===== config.mk =====
export PLATFORM = sky130hd
export DESIGN_NAME = rff_ctrl
export DESIGN_NICKNAME = d
export VERILOG_FILES = /design/src/rtl/rff_pkg.sv /design/src/rtl/rff_ctrl.sv
export SDC_FILE = /design/constraint.sdc
export NUM_CORES = 1
export LEC_CHECK = 0
export BUFFER_PORTS_ARGS = -buffer_cell sky130_fd_sc_hd__buf_2
export CAP_MARGIN = 20
export CORE_ASPECT_RATIO = 1.25
export CORE_MARGIN = 5
export CORE_UTILIZATION = 35
export CTS_BUF_LIST = sky130_fd_sc_hd__clkbuf_4 sky130_fd_sc_hd__clkbuf_8 sky130_fd_sc_hd__clkbuf_16
export DETAILED_ROUTE_END_ITERATION = 16
export PLACE_DENSITY = 0.63
export SLEW_MARGIN = 20
export SYNTH_ARGS = -nofsm -noshare
export SYNTH_HDL_FRONTEND = slang
export SYNTH_SLANG_ARGS = --single-unit

===== constraint.sdc =====
create_clock -name clk -period 1.9 [get_ports clk]
set_clock_uncertainty 0.1 [all_clocks]
set_input_delay 0.095 -clock clk [delete_from_list [all_inputs] [get_ports clk]]
set_output_delay 0.095 -clock clk [all_outputs]
set_load 0.1 [all_outputs]

===== src/rtl/rff_pkg.sv =====
// shared types, constants and codes for the random fourier feature map
// used by rff_ctrl, rff_dp and random_fourier_feature_map_top
`default_nettype none

package rff_pkg;

	localparam int IN_DIM  = 8;
	localparam int OUT_DIM = 64;

	localparam int OP_W      = 2;
	localparam int ROW_W     = 3;
	localparam int FEAT_W    = 6;
	localparam int VAL_W     = 16;
	localparam int WADDR_W   = ROW_W + FEAT_W;
	localparam int ACC_W     = 40;
	localparam int ANG_W     = 41;
	localparam int CORD_W    = 33;
	localparam int ITER_N    = 16;
	localparam int ITER_W    = 4;
	localparam int DIM_CMP_W = 7;

	localparam logic [OP_W-1:0] OP_WEIGHT = 2'd0;
	localparam logic [OP_W-1:0] OP_PHASE  = 2'd1;
	localparam logic [OP_W-1:0] OP_SAMPLE = 2'd2;

	localparam logic [DIM_CMP_W-1:0] IN_DIM_V    = DIM_CMP_W'(IN_DIM);
	localparam logic [DIM_CMP_W-1:0] IN_LAST_V   = DIM_CMP_W'(IN_DIM - 1);
	localparam logic [FEAT_W-1:0]    OUT_LAST_V  = FEAT_W'(OUT_DIM - 1);
	localparam logic [ITER_W-1:0]    ITER_LAST_V = ITER_W'(ITER_N - 1);

	// round(2^28 / (2 pi)): radians in q.24 to a 32-bit binary angle
	localparam logic [25:0] INV_TWO_PI_Q28 = 26'd42722830;
	localparam logic signed [CORD_W-1:0] CORDIC_X0 = 33'sd652032874;
	localparam logic signed [CORD_W-1:0] QTR_TURN  = 33'sd1073741824;
	localparam logic signed [CORD_W-1:0] HALF_TURN = 33'sd2147483648;
	localparam logic signed [63:0] RND_HALF = 64'sd17592186044416;
	localparam logic signed [63:0] SAT_MAX  = 64'sd32767;
	localparam logic signed [63:0] SAT_MIN  = -64'sd32768;

	localparam logic signed [CORD_W-1:0] ATAN_TURNS [ITER_N] = '{
		33'sd536870912, 33'sd316933406, 33'sd167458907, 33'sd85004756,
		33'sd42667331,  33'sd21354465,  33'sd10679838,  33'sd5340245,
		33'sd2670163,   33'sd1335087,   33'sd667544,    33'sd333772,
		33'sd166886,    33'sd83443,     33'sd41722,     33'sd20861
	};

	// elaboration-time integer square root
	function automatic longint unsigned isqrt64(input longint unsigned v);
		longint unsigned rem;
		longint unsigned res;
		longint unsigned b;
		rem = v;
		res = 64'd0;
		b   = 64'd1 << 62;
		for (int k = 0; k < 32; k++) begin
			if (rem >= res + b) begin
				rem = rem - (res + b);
				res = (res >> 1) + b;
			end else begin
				res = res >> 1;
			end
			b = b >> 2;
		end
		return res;
	endfunction

	localparam longint unsigned SCALE_FULL = isqrt64((64'd1 << 61) / OUT_DIM);
	// sqrt(2 / OUT_DIM) in q.30
	localparam logic signed [CORD_W-1:0] SCALE_Q30 = CORD_W'(SCALE_FULL);

	typedef struct packed {
		logic [OP_W-1:0]         op;
		logic [ROW_W-1:0]        in_index;
		logic [FEAT_W-1:0]       out_index;
		logic signed [VAL_W-1:0] value;
	} item_t;

	typedef struct packed {
		logic [FEAT_W-1:0]       feature_index;
		logic signed [VAL_W-1:0] feature;
		logic                    last;
	} result_t;

	typedef struct packed {
		logic              accept;
		logic              mac_issue;
		logic              pass_done;
		logic              emit_ang;
		logic              emit_mul;
		logic              emit_turn;
		logic              emit_fold;
		logic              cordic_step;
		logic              emit_scale;
		logic              out_load;
		logic              out_last;
		logic [FEAT_W-1:0] idx;
		logic [ITER_W-1:0] iter;
	} cmd_t;

	typedef struct packed {
		logic sample_go;
		logic last_row;
		logic out_free;
	} status_t;

endpackage

`default_nettype wire


===== src/rtl/rff_ctrl.sv =====
// controller: sequences loads, the mac pass over all features and the
// per-feature emission steps; uses rff_pkg command and status types
`default_nettype none

module rff_ctrl (
	input  wire logic             clk,
	input  wire logic             arst_n,
	input  wire logic             item_valid,
	output logic                  item_stall,
	input  wire rff_pkg::status_t st,
	output rff_pkg::cmd_t         cmd
);

	localparam logic [3:0] S_IDLE   = 4'd0;
	localparam logic [3:0] S_MAC    = 4'd1;
	localparam logic [3:0] S_DRAIN1 = 4'd2;
	localparam logic [3:0] S_DRAIN2 = 4'd3;
	localparam logic [3:0] S_RD     = 4'd4;
	localparam logic [3:0] S_ANG    = 4'd5;
	localparam logic [3:0] S_MUL    = 4'd6;
	localparam logic [3:0] S_TURN   = 4'd7;
	localparam logic [3:0] S_FOLD   = 4'd8;
	localparam logic [3:0] S_CORD   = 4'd9;
	localparam logic [3:0] S_SCL    = 4'd10;
	localparam logic [3:0] S_OUT    = 4'd11;

	logic [3:0]                 state_q, state_d;
	logic [rff_pkg::FEAT_W-1:0] idx_q, idx_d;
	logic [rff_pkg::ITER_W-1:0] iter_q, iter_d;

	always_comb begin
		state_d    = state_q;
		idx_d      = idx_q;
		iter_d     = iter_q;
		item_stall = 1'b1;
		cmd        = '0;
		cmd.idx    = idx_q;
		cmd.iter   = iter_q;
		unique case (state_q)
			S_IDLE: begin
				item_stall = 1'b0;
				cmd.accept = item_valid;
				if (item_valid && st.sample_go) begin
					state_d = S_MAC;
					idx_d   = '0;
				end
			end
			S_MAC: begin
				cmd.mac_issue = 1'b1;
				if (idx_q == rff_pkg::OUT_LAST_V)
					state_d = S_DRAIN1;
				else
					idx_d = idx_q + 1'b1;
			end
			S_DRAIN1: state_d = S_DRAIN2;
			S_DRAIN2: begin
				// last accumulator write lands at this edge
				cmd.pass_done = 1'b1;
				idx_d = '0;
				state_d = st.last_row ? S_RD : S_IDLE;
			end
			S_RD: begin
				// accumulator and phase of idx are read at this edge
				state_d = S_ANG;
			end
			S_ANG: begin
				cmd.emit_ang = 1'b1;
				state_d = S_MUL;
			end
			S_MUL: begin
				cmd.emit_mul = 1'b1;
				state_d = S_TURN;
			end
			S_TURN: begin
				cmd.emit_turn = 1'b1;
				state_d = S_FOLD;
			end
			S_FOLD: begin
				cmd.emit_fold = 1'b1;
				iter_d  = '0;
				state_d = S_CORD;
			end
			S_CORD: begin
				cmd.cordic_step = 1'b1;
				if (iter_q == rff_pkg::ITER_LAST_V)
					state_d = S_SCL;
				else
					iter_d = iter_q + 1'b1;
			end
			S_SCL: begin
				cmd.emit_scale = 1'b1;
				state_d = S_OUT;
			end
			S_OUT: begin
				if (st.out_free) begin
					cmd.out_load = 1'b1;
					cmd.out_last = (idx_q == rff_pkg::OUT_LAST_V);
					if (idx_q == rff_pkg::OUT_LAST_V) begin
						state_d = S_IDLE;
					end else begin
						idx_d   = idx_q + 1'b1;
						state_d = S_RD;
					end
				end
			end
			default: state_d = S_IDLE;
		endcase
	end

	always_ff @(posedge clk or negedge arst_n) begin
		if (!arst_n) begin
			state_q <= S_IDLE;
			idx_q   <= '0;
			iter_q  <= '0;
		end else begin
			state_q <= state_d;
			idx_q   <= idx_d;
			iter_q  <= iter_d;
		end
	end

endmodule

`default_nettype wire


### Word level (Yosys, flattened, before mapping)

Index checks and enable logic that the tools add are counted.
W data, S select, Z words.

| storage, ports and cells | value |
|---|---|
| flip-flop bits (word level) | 14 |
| word-level logic and storage cells | 55 |

| operators by class | value |
|---|---|
| add/sub/neg operators | 2 |
| equality and inequality tests | 18 |
| muxes and demuxes | 25 |
| reduce and logical (&&, ||, !) cells | 7 |

Operators by type and width:

| kind | number |
|---|---|
| $pmux W4 S12 | 1 |
| $pmux W6 S4 | 1 |
| $eq A4 B4 Y1 const B | 5 |
| $mux W4 | 5 |
| $mux W6 | 3 |
| $eq A4 B3 Y1 const B | 4 |
| $mux W1 | 10 |
| $ne A2 B2 Y1 const B | 5 |
| $eq A4 B2 Y1 const B | 2 |
| $pmux W4 S2 | 1 |
| $add A6 B1 Y6 const B | 1 |
| $eq A6 B6 Y1 const B | 1 |
| $mux W3 | 2 |
| $add A4 B1 Y4 const B | 1 |
| $eq A4 B1 Y1 const B | 1 |
| $logic_not A4 Y1 | 1 |
| $mux W2 | 2 |
| $reduce_and A4 Y1 | 1 |
| $reduce_bool A4 Y1 | 1 |
| $reduce_and A3 Y1 | 1 |
| $reduce_and A2 Y1 | 1 |
| $reduce_bool A2 Y1 | 1 |
| $logic_and A1 B1 Y1 | 1 |

### Logic depth before layout (Yosys ltp)

Gate-level depths: netlist of run 1.

| logic depth | value |
|---|---|
| depth after elaboration | 4 |
| gate-level depth with buffers | 5 |

### Worst setup path after synthesis of run 1

Ideal clock, no wire load.

| timing | value |
|---|---|
| kind | reg2out |
| from | register state_q[2] |
| to | output cmd[10] (netlist name) |
| arrival time | 3768 ps |
| data required time | 1705 ps |
| setup slack | -2063 ps |
| cell stages (with the launch flop) | 4 |
| cell sequence | dfrtp_1 -> nand2b_1 -> nor3_1 -> and2_1 |

RTL lines:

| item | line | text |
|---|---|---|
| start, declared | rff_ctrl.sv:27 | `logic [3:0] state_q, state_d;` |
| start signal, assigned | rff_ctrl.sv:116 | `state_q <= state_d;` |
| end, declared | rff_ctrl.sv:11 | `output rff_pkg::cmd_t cmd` |

### Final worst setup path of run 1

| timing | value |
|---|---|
| from | register idx_q[0] (netlist name) |
| to | register state_q[1] |

| on the way | value |
|---|---|
| cells in the longest elaborated chain, start to end | 3 |

Ends and longest elaborated chain:

| item | line | text |
|---|---|---|
| start, declared | rff_ctrl.sv:28 | `logic [rff_pkg::FEAT_W-1:0] idx_q, idx_d;` |
| start signal, assigned | rff_ctrl.sv:117 | `idx_q <= idx_d;` |
| $eq A6 B6 Y1 | rff_ctrl.sv:50 | `if (idx_q == rff_pkg::OUT_LAST_V)` |
| $ne A2 B2 Y1 (no source line) | n/a |  |
| $reduce_and A4 Y1 (no source line) | n/a |  |

No other way between the ends.
A chain may end at the register's enable or synchronous reset.

==> results of run 1 <==
[area by class of cell]
class	count	area, um^2
Fill cell	248	1170
Timing Repair Buffer	37	363
Sequential cell	14	364
Clock buffer	4	30.0
Inverter	6	22.5
Multi-Input combinational cell	79	636
Tap cell	34	42.5
[Yosys cell counts]
library cell                number
sky130_fd_sc_hd__a32oi_1         1
sky130_fd_sc_hd__a31o_2          1
sky130_fd_sc_hd__o22ai_1         2
sky130_fd_sc_hd__nand2b_1        3
sky130_fd_sc_hd__buf_2           1
sky130_fd_sc_hd__mux2i_1         1
sky130_fd_sc_hd__o32a_1          1
sky130_fd_sc_hd__clkbuf_1        1
sky130_fd_sc_hd__o41ai_1         1
sky130_fd_sc_hd__nand3_1         3
sky130_fd_sc_hd__inv_1           6
sky130_fd_sc_hd__dfrtp_1        14
sky130_fd_sc_hd__nor3_2          1
sky130_fd_sc_hd__o31ai_1         1
sky130_fd_sc_hd__o21ai_0         4
sky130_fd_sc_hd__o311a_1         1
sky130_fd_sc_hd__ha_1            2
sky130_fd_sc_hd__and3_1          2
sky130_fd_sc_hd__nor4_4          1
sky130_fd_sc_hd__a41oi_1         2
sky130_fd_sc_hd__and4bb_2        1
sky130_fd_sc_hd__nor2_1          8
sky130_fd_sc_hd__a21oi_1        11
sky130_fd_sc_hd__nand3b_1        1
sky130_fd_sc_hd__nand2_1         9
sky130_fd_sc_hd__buf_6           1
sky130_fd_sc_hd__buf_4           1
sky130_fd_sc_hd__a21boi_1        2
sky130_fd_sc_hd__nor3_1          5
sky130_fd_sc_hd__nor2b_4         1
sky130_fd_sc_hd__and2_1          3
sky130_fd_sc_hd__xnor2_1         1
sky130_fd_sc_hd__a21o_1          1
sky130_fd_sc_hd__and4b_1         2
sky130_fd_sc_hd__nor2b_1         2
sky130_fd_sc_hd__a2bb2oi_1       1
sky130_fd_sc_hd__a2111oi_4       1
sky130_fd_sc_hd__xor2_1          1
sky130_fd_sc_hd__nand4b_1        1
sky130_fd_sc_hd__mux2_2          1
[cell usage in the layout (no fill, tap or decap), drive strengths merged, types with 2 or more instances in the layout]
master / synthesis / final
a21boi: 2 / 2
a21oi: 11 / 11
a41oi: 2 / 2
and2: 3 / 3
and3: 2 / 2
and4b: 2 / 2
buf: 3 / 36
clkbuf: 1 / 4
dfrtp: 14 / 14
ha: 2 / 2
inv: 6 / 6
nand2: 9 / 9
nand2b: 3 / 3
nand3: 3 / 3
nor2: 8 / 8
nor2b: 3 / 3
nor3: 6 / 6
o21ai: 4 / 4
o22ai: 2 / 2
[logic make-up after synthesis]
group / Yosys count / synth area share
fa+ha+maj: 2 / 0.0266
compound gates: 30 / 0.231
flops: 14 / 0.372
buf+inv: 10 / 0.0531
mux: 2 / 0.0226
xor+xnor: 2 / 0.0186
simple gates: 43 / 0.276
[sequential cells by signal (all words and copies together), names as in the netlist]
register and count:
iter_q 4, idx_q 6, state_q 4
[metal layers]
metal  global-route usage  vias to the layer above  part of all wire
met5                    0                        -                 0
met4               0.0504                        0             0.014
met3               0.0415                        4             0.061
met2                0.250                       27              0.52
met1                0.145                      445              0.40
li1                     -                      455                 -
[worst max-delay path by stage]
stage	start	endpoint	slack [ns]	cells past startpoint
3_5_place_dp	idx_q[0]$_DFFE_PN0P_	cmd[10]	0.19	5
5_1_grt	state_q[1]$_DFFE_PN0P_	cmd[19]	0.02	5
4_1_cts	state_q[0]$_DFFE_PN0P_	cmd[20]	0.01	4
6_report	idx_q[0]$_DFFE_PN0P_	state_q[1]$_DFFE_PN0P_	0.10	6
2_1_floorplan	state_q[0]$_DFFE_PN0P_	cmd[10]	-0.26	4
3_3_place_gp	state_q[0]$_DFFE_PN0P_	state_q[1]$_DFFE_PN0P_	0.22	5
[what timing repair did]
action,4_1_cts,5_1_grt
setup buffers,1,1
pin swaps,1,1
hold endpoints to repair,14,0
resized for setup,1,4
setup endpoints to repair,1,8
hold buffers,1,0
[critical path: stages, from the launching register on]
cell	delay (ns)
sky130_fd_sc_hd__dfrtp_2	0.44
sky130_fd_sc_hd__ha_1	0.23
sky130_fd_sc_hd__nand2_1	0.17
sky130_fd_sc_hd__nor3_4	0.07
sky130_fd_sc_hd__buf_4	0.16
sky130_fd_sc_hd__o311a_1	0.28
sky130_fd_sc_hd__a31o_2	0.21
[through the flow]
step,setup slack [ns],std cells,TNS [ns],hold slack [ns]
global placement,0.218,167,0,-0.0924
floorplan,-0.258,103,-0.769,-0.301
detailed placement,0.191,167,0,-0.0819
global route,0.0172,174,0,0.0899
CTS,0.0124,173,0,0.0961
finish,0.103,174,0,0.101
==> results.yml, run 1 <==
worst_setup_path:
  timing.critical_path.to_type: "flip-flop"
  ff_to_ff_end: "state_q[1]$_DFFE_PN0P_"
  criticalPathCategory: "reg -> reg"
  critPathLaunchType: "flip-flop"
  timing.critical_path.required_ns: 1.95
  r2r_startpoint: "idx_q[0]$_DFFE_PN0P_"
  critPathArrivalTime_ns: 1.85
  timing.reg2reg.setup_slack_ns: 0.10
  r2r.worst_path.cells: 6
  critical_path.max_fanout: 7
sta:
  grt_setup_unrepaired: "no"
  final_hold_viol_count: 0
  timing_worst_slew_pin_value_ns: 0.493
  setup_viol: 0
  slew_headroom: 0.673
  final_min_period_over_clock_period: 0.946
  max_freq_mhz: 557
  post-route-min-period_ns: 1.80
  slew_violations: 0
cells_and_area:
  post-route-util: 0.555
  fin_nets: 149
  post_route_cells_drive_above_1_share: 0.507
  num_antenna_cells: 0
  area.growth.synth_to_final_pct: 54.7
  finish.instance_area_um2: 1460
placed_design:
  dp_hpwl_mm: 1.87
  port_buffers: 27
  placed_instance_area_um2: 1380
  globalplace.congestion: 0.759
yosys:
  mapped_cell_area_um2: 942
  yosys.area.top_type: "sky130_fd_sc_hd__dfrtp_1"
  synth-warning-count: 0
  synth.yosys.seq_area_share: 0.372
  syn-mean-instance-area_um2: 9.15
  netlist.area_leader.share: 0.372
  yosys-top-cells-area: "sky130_fd_sc_hd__dfrtp_1 (37%), sky130_fd_sc_hd__a21oi_1 (5.8%), sky130_fd_sc_hd__nand2_1 (3.6%)"
  synth_seq_cells: 14
  netlist_instances: 103
  ys_types: 40
  synth.net_count: 111
die:
  core_area_um2: 2630
  io_pins: 28
  initial_core_util: 0.359
  fp.dieArea_um2: 3840
  fp.dieH_um: 68.0
  die_w_um: 56.4
  placement_rows: 21
clocking:
  cts_made_buffers: 3
  ctsHtreeMaxLevel: 1
  clk_pin_slew_worst_paths_ns: 0.10
  cts_root_buffer: "sky130_fd_sc_hd__clkbuf_4"
  cts.path.max_buffers: 2
  tritoncts_clock_tree: "yes"
  worstSkewPairLatency_ns: 0.28
  clock_sink_count: 14
detailed_routing:
  drc: 0
  ant_nets: 0
  first_pass_iters: 4
  initialDrtViolationCount: 35
  routed-via-count: 931
  detail_route.vias_per_cell: 5.35
  detail_route.wirelength_mm: 2.41
  avgRoutedWirePerCell_um: 13.9
min_path:
  hold_path_startpoint: "st[2]"
  hold_path_class: "in -> reg"
  timing.hold.worst_endpoint: "state_q[0]$_DFFE_PN0P_"
  worst_hold_path.num_cells: 3
grt:
  pin_count_of_the_biggest_net_entering_global_routing: 15
  track_usage: 0.135
  global_route.overflow_total: 0
  global_route_wire_length_before_repair_mm: 4.13
  vias_in_the_first_global_route: 936
  antenna_found_initial: 0
status:
  status: "completed"
job:
  max_cap_viol_count: 0
Power of run 1 is not shown: default switching activity piles up to over one toggle a cycle in this logic, so the estimate is an artifact.
==> run 2, diff against run 1 <==
PLACE_DENSITY = 0.66   (was 0.63)
==> results.yml, run 2 (same netlist as run 1, synthesis figures left out) <==
cells_and_area:
  layout.cells.most_common_list: "sky130_fd_sc_hd__buf_2 (16), sky130_fd_sc_hd__a21oi_1 (11), sky130_fd_sc_hd__dfrtp_2 (11), sky130_fd_sc_hd__buf_12 (11), sky130_fd_sc_hd__nand2_1 (7)"
  sequential_cell_area_um2: 364
  num_antenna_cells: 0
  largest_reg_flops: 6
  stdcell_count: 172
  fin_nets: 147
  multiInputGateArea_um2: 628
  post_route_cells_drive_above_1_share: 0.493
  post-route-util: 0.555
  nFillCells: 236
  layout_commonest_cell: "sky130_fd_sc_hd__buf_2"
  largest-register: "idx_q"
  largestRegisters: "idx_q (6), iter_q (4), state_q (4)"
  area.growth.synth_to_final_pct: 54.7
grt:
  global_route_wire_length_before_repair_mm: 4.41
  global_route.overflow_total: 0
  pin_count_of_the_biggest_net_entering_global_routing: 15
  antenna_found_initial: 0
  vias_in_the_first_global_route: 964
  track_usage: 0.147
worst_setup_path:
  crit_family: "simple AND/OR/NAND/NOR gates"
  worst_path_max_delay_cell: "sky130_fd_sc_hd__dfrtp_2"
  criticalPathCategory: "reg -> out"
  critPathLaunchType: "flip-flop"
  critical_path.max_fanout: 10
  worstPathCellList: "nor4_4 > and2_1 > buf_12"
  timing.critical_path.required_ns: 1.70
  critical_path_buf_inv_count: 1
  critical_path.max_stage_delay_ns: 0.50
  timing.critical_path.to_type: "output port"
  critPathArrivalTime_ns: 1.62
sta:
  setup_viol: 0
  final_min_period_over_clock_period: 0.955
  final_hold_viol_count: 0
  timing_worst_slew_pin_value_ns: 0.486
  max_freq_mhz: 551
  grt_setup_unrepaired: "no"
  post-route-min-period_ns: 1.81
  total_negative_setup_slack_ns: 0
  slew_headroom: 0.678
  slew_violations: 0
status:
  status: "completed"
clocking:
  tritoncts_clock_tree: "yes"
  cts_root_buffer: "sky130_fd_sc_hd__clkbuf_4"
  worstSkewPairLatency_ns: 0.29
  clock_sink_count: 14
  clk_pin_slew_worst_paths_ns: 0.10
  cts_made_buffers: 3
  ctsHtreeMaxLevel: 1
  cts.path.max_buffers: 2
detailed_routing:
  routed-via-count: 912
  ant_nets: 0
  detail_route.vias_per_cell: 5.30
  detail_route.wirelength_mm: 2.50
  first_pass_iters: 4
  drc: 0
  initialDrtViolationCount: 24
  avgRoutedWirePerCell_um: 14.5
placed_design:
  globalplace.congestion: 0.765
  place_inst: 166
  port_buffers: 27
  dp_hpwl_mm: 1.88
die:
  placement_rows: 21
  fp.dieArea_um2: 3840
  io_pins: 28
  fp.dieH_um: 68.0
  die_w_um: 56.4
  initial_core_util: 0.359
  core_area_um2: 2630
min_path:
  hold_path_class: "in -> reg"
job:
  max_cap_viol_count: 0
run 2: final cells by class:
class / count / area share
Clock buffer: 4 / 0.0206
Sequential cell: 14 / 0.250
Timing Repair Buffer: 35 / 0.254
Inverter: 6 / 0.0155
Multi-Input combinational cell: 79 / 0.431
Tap cell: 34 / 0.0292
run 2: worst min-delay path, stage by stage:
cell,delay (ns)
sky130_fd_sc_hd__buf_2,0.10
sky130_fd_sc_hd__nand2_1,0.14
sky130_fd_sc_hd__a2bb2oi_1,0.08
run 2: repair_timing:
item,4_1_cts,5_1_grt
pin swaps,1,1
hold endpoints to repair,14,0
setup endpoints to repair,1,7
hold buffers,1,0
buffers inserted,1,0
gates resized for setup,2,4
run 2: final timing paths:
path	end	depth (start not counted)	slack, ns	startpoint
worst max-delay path	cmd[20]	3	0.09	state_q[2]$_DFFE_PN0P_
worst min-delay path	state_q[0]$_DFFE_PN0P_	3	0.05	st[2]
worst max register to register	idx_q[1]$_DFFE_PN0P_	5	0.12	state_q[3]$_DFFE_PN0P_
worst min register to register	idx_q[0]$_DFFE_PN0P_	1	0.41	idx_q[0]$_DFFE_PN0P_
max in group asynchronous	idx_q[1]$_DFFE_PN0P_	2	1.29	arst_n
min in group asynchronous	idx_q[4]$_DFFE_PN0P_	2	0.13	arst_n
run 2: per-stage QoR:
stage	hold WS [ns]	area (um^2)	worst slack, ns
floorplan	-0.301	1030	-0.258
global placement	-0.0895	1390	0.194
detailed placement	-0.0824	1390	0.139
CTS	0.0483	1450	0.0107
global route	0.0552	1460	0.00138
finish	0.0522	1460	0.0864
run 2: metal layers:
metal | up-vias | share of wire | track usage
met1 | 431 | 0.39 | 0.155
met3 | 4 | 0.045 | 0.0302
met2 | 23 | 0.55 | 0.275
li1 | 454 | - | -
met5 | - | 0 | 0
met4 | 0 | 0.017 | 0.0801
Power of run 2 is left out for the same reason.
==> run 3, diff against run 2 <==
CORE_ASPECT_RATIO = not set   (was 1.25)
CORE_UTILIZATION = 50   (was 35)
PLACE_DENSITY = 0.86   (was 0.66)
==> results.yml, run 3 (same netlist as run 1, synthesis figures left out) <==
status:
  status: "completed"
worst_setup_path:
  r2r_startpoint: "state_q[3]$_DFFE_PN0P_"
  timing.critical_path.required_ns: 1.70
  ff_to_ff_end: "idx_q[4]$_DFFE_PN0P_"
  critPathArrivalTime_ns: 1.67
  critical_path.max_fanout: 7
  critPathLaunchType: "flip-flop"
  criticalPathCategory: "reg -> out"
  timing.critical_path.to_type: "output port"
  timing.reg2reg.setup_slack_ns: 0.05
  crit_end: "cmd[10]"
  r2r.worst_path.cells: 5
  worst_setup_path_startpoint: "state_q[0]$_DFFE_PN0P_"
grt:
  track_usage: 0.233
  antenna_found_initial: 0
  global_route_wire_length_before_repair_mm: 4.81
  global_route.overflow_total: 0
  pin_count_of_the_biggest_net_entering_global_routing: 15
  vias_in_the_first_global_route: 992
detailed_routing:
  detail_route.wirelength_mm: 2.96
  top_layer: "met4"
  detail_route.vias_per_cell: 5.95
  post_route_met1_wirelength_mm: 1.18
  ant_nets: 0
  initialDrtViolationCount: 22
  first_pass_iters: 4
  avgRoutedWirePerCell_um: 18.0
  routed-via-count: 976
  drc: 0
  detailroute.wirelength.met3_um: 128
  met2_wirelength_mm: 1.60
die:
  core_area_um2: 1760
  fp.dieH_um: 53.4
  initial_core_util: 0.534
  die_w_um: 53.4
  placement_rows: 15
  fp.dieArea_um2: 2850
  io_pins: 28
sta:
  max_freq_mhz: 535
  slew_violations: 0
  timing_worst_slew_pin_value_ns: 0.488
  slew_headroom: 0.677
  final_hold_viol_count: 0
  setup_viol: 0
  finalWorstSetupSlack_ns: 0.0307
  post-route-min-period_ns: 1.87
  final_min_period_over_clock_period: 0.984
  grt_setup_unrepaired: "yes"
cells_and_area:
  layout_commonest_cell: "sky130_fd_sc_hd__buf_2"
  post_route_cells_drive_above_1_share: 0.518
  largest_reg_flops: 6
  fin_nets: 148
  area.growth.synth_to_final_pct: 55.8
  finish.instance_area_um2: 1470
  post-route-util: 0.832
  layout.cells.most_common_list: "sky130_fd_sc_hd__buf_2 (16), sky130_fd_sc_hd__dfrtp_2 (12), sky130_fd_sc_hd__a21oi_1 (11), sky130_fd_sc_hd__buf_12 (11)"
  multiInputGateArea_um2: 638
  largest-register: "idx_q"
  nFillCells: 105
  largestRegisters: "idx_q (6), iter_q (4), state_q (4)"
  num_antenna_cells: 0
  sequential_cell_area_um2: 365
clocking:
  tritoncts_clock_tree: "yes"
  cts_root_buffer: "sky130_fd_sc_hd__clkbuf_4"
  worstSkewPairLatency_ns: 0.28
  ctsHtreeMaxLevel: 1
  clock_sink_count: 14
  cts.path.max_buffers: 2
  clk_pin_slew_worst_paths_ns: 0.09
  cts_made_buffers: 3
placed_design:
  globalplace.congestion: 0.894
  post-place-ws_ns: 0.0971
  port_buffers: 27
  dp_hpwl_mm: 2.02
  placed_instance_area_um2: 1380
min_path:
  hold_path_class: "in -> reg"
  hold_path_startpoint: "st[2]"
job:
  max_cap_viol_count: 0
-- run 3: cell count changes in the layout (fill, tap and decap cells not counted) --
| cell | change |
|---|---|
| sky130_fd_sc_hd__ha_1 | -1 |
| sky130_fd_sc_hd__dfrtp_1 | -1 |
| sky130_fd_sc_hd__buf_6 | -1 |
| sky130_fd_sc_hd__buf_4 | +2 |
| sky130_fd_sc_hd__clkbuf_8 | +1 |
| sky130_fd_sc_hd__ha_2 | +1 |
| sky130_fd_sc_hd__o41ai_1 | -1 |
| sky130_fd_sc_hd__o41ai_2 | +1 |
| sky130_fd_sc_hd__dfrtp_2 | +1 |
| sky130_fd_sc_hd__clkbuf_4 | -1 |
-- run 3: what timing repair did --
action / CTS / global route
hold buffers: 1 / 0
pin swaps: 1 / 1
buffers inserted: 1 / 1
endpoints found under the hold margin: 14 / 0
resized for setup: 3 / 5
endpoints found under the setup margin: 1 / 7
-- run 3: final cells by class --
type,instances,area share
Clock buffer,4,0.0247
Inverter,6,0.0153
Multi-Input combinational cell,79,0.435
Tap cell,25,0.0213
Timing Repair Buffer,36,0.255
Sequential cell,14,0.249
-- run 3: worst min path at each step --
stage / endpoint / slack, ns / depth (start not counted)
global route: state_q[0]$_DFFE_PN0P_ / 0.11 / 3
CTS: state_q[0]$_DFFE_PN0P_ / 0.08 / 3
detailed placement: iter_q[3]$_DFFE_PN0P_ / -0.1 / 1
global placement: iter_q[3]$_DFFE_PN0P_ / -0.1 / 1
finish: state_q[0]$_DFFE_PN0P_ / 0.09 / 3
floorplan: idx_q[0]$_DFFE_PN0P_ / -0.30 / 0
-- run 3: critical path: stages, from the launching register on --
cell,delay (ns)
sky130_fd_sc_hd__dfrtp_2,0.47
sky130_fd_sc_hd__buf_4,0.19
sky130_fd_sc_hd__nand2_2,0.16
sky130_fd_sc_hd__nor3_4,0.22
sky130_fd_sc_hd__and2_4,0.19
sky130_fd_sc_hd__buf_12,0.16
-- run 3: layer usage --
metal | track usage | vias up
met3 | 0.0254 | 6
li1 | - | 454
met4 | 0.0809 | 0
met5 | 0 | -
met2 | 0.406 | 39
met1 | 0.293 | 477
-- run 3: per-stage QoR --
| step | setup TNS (ns) | std cells | hold WS [ns] |
|---|---|---|---|
| after floorplan | -0.769 | 103 | -0.301 |
| after global placement | 0 | 157 | -0.0964 |
| after detailed placement | 0 | 157 | -0.0951 |
| after CTS | -0.0186 | 163 | 0.0803 |
| after global routing | -0.0539 | 164 | 0.113 |
| final | 0 | 164 | 0.0914 |
Power of run 3 is left out for the same reason.
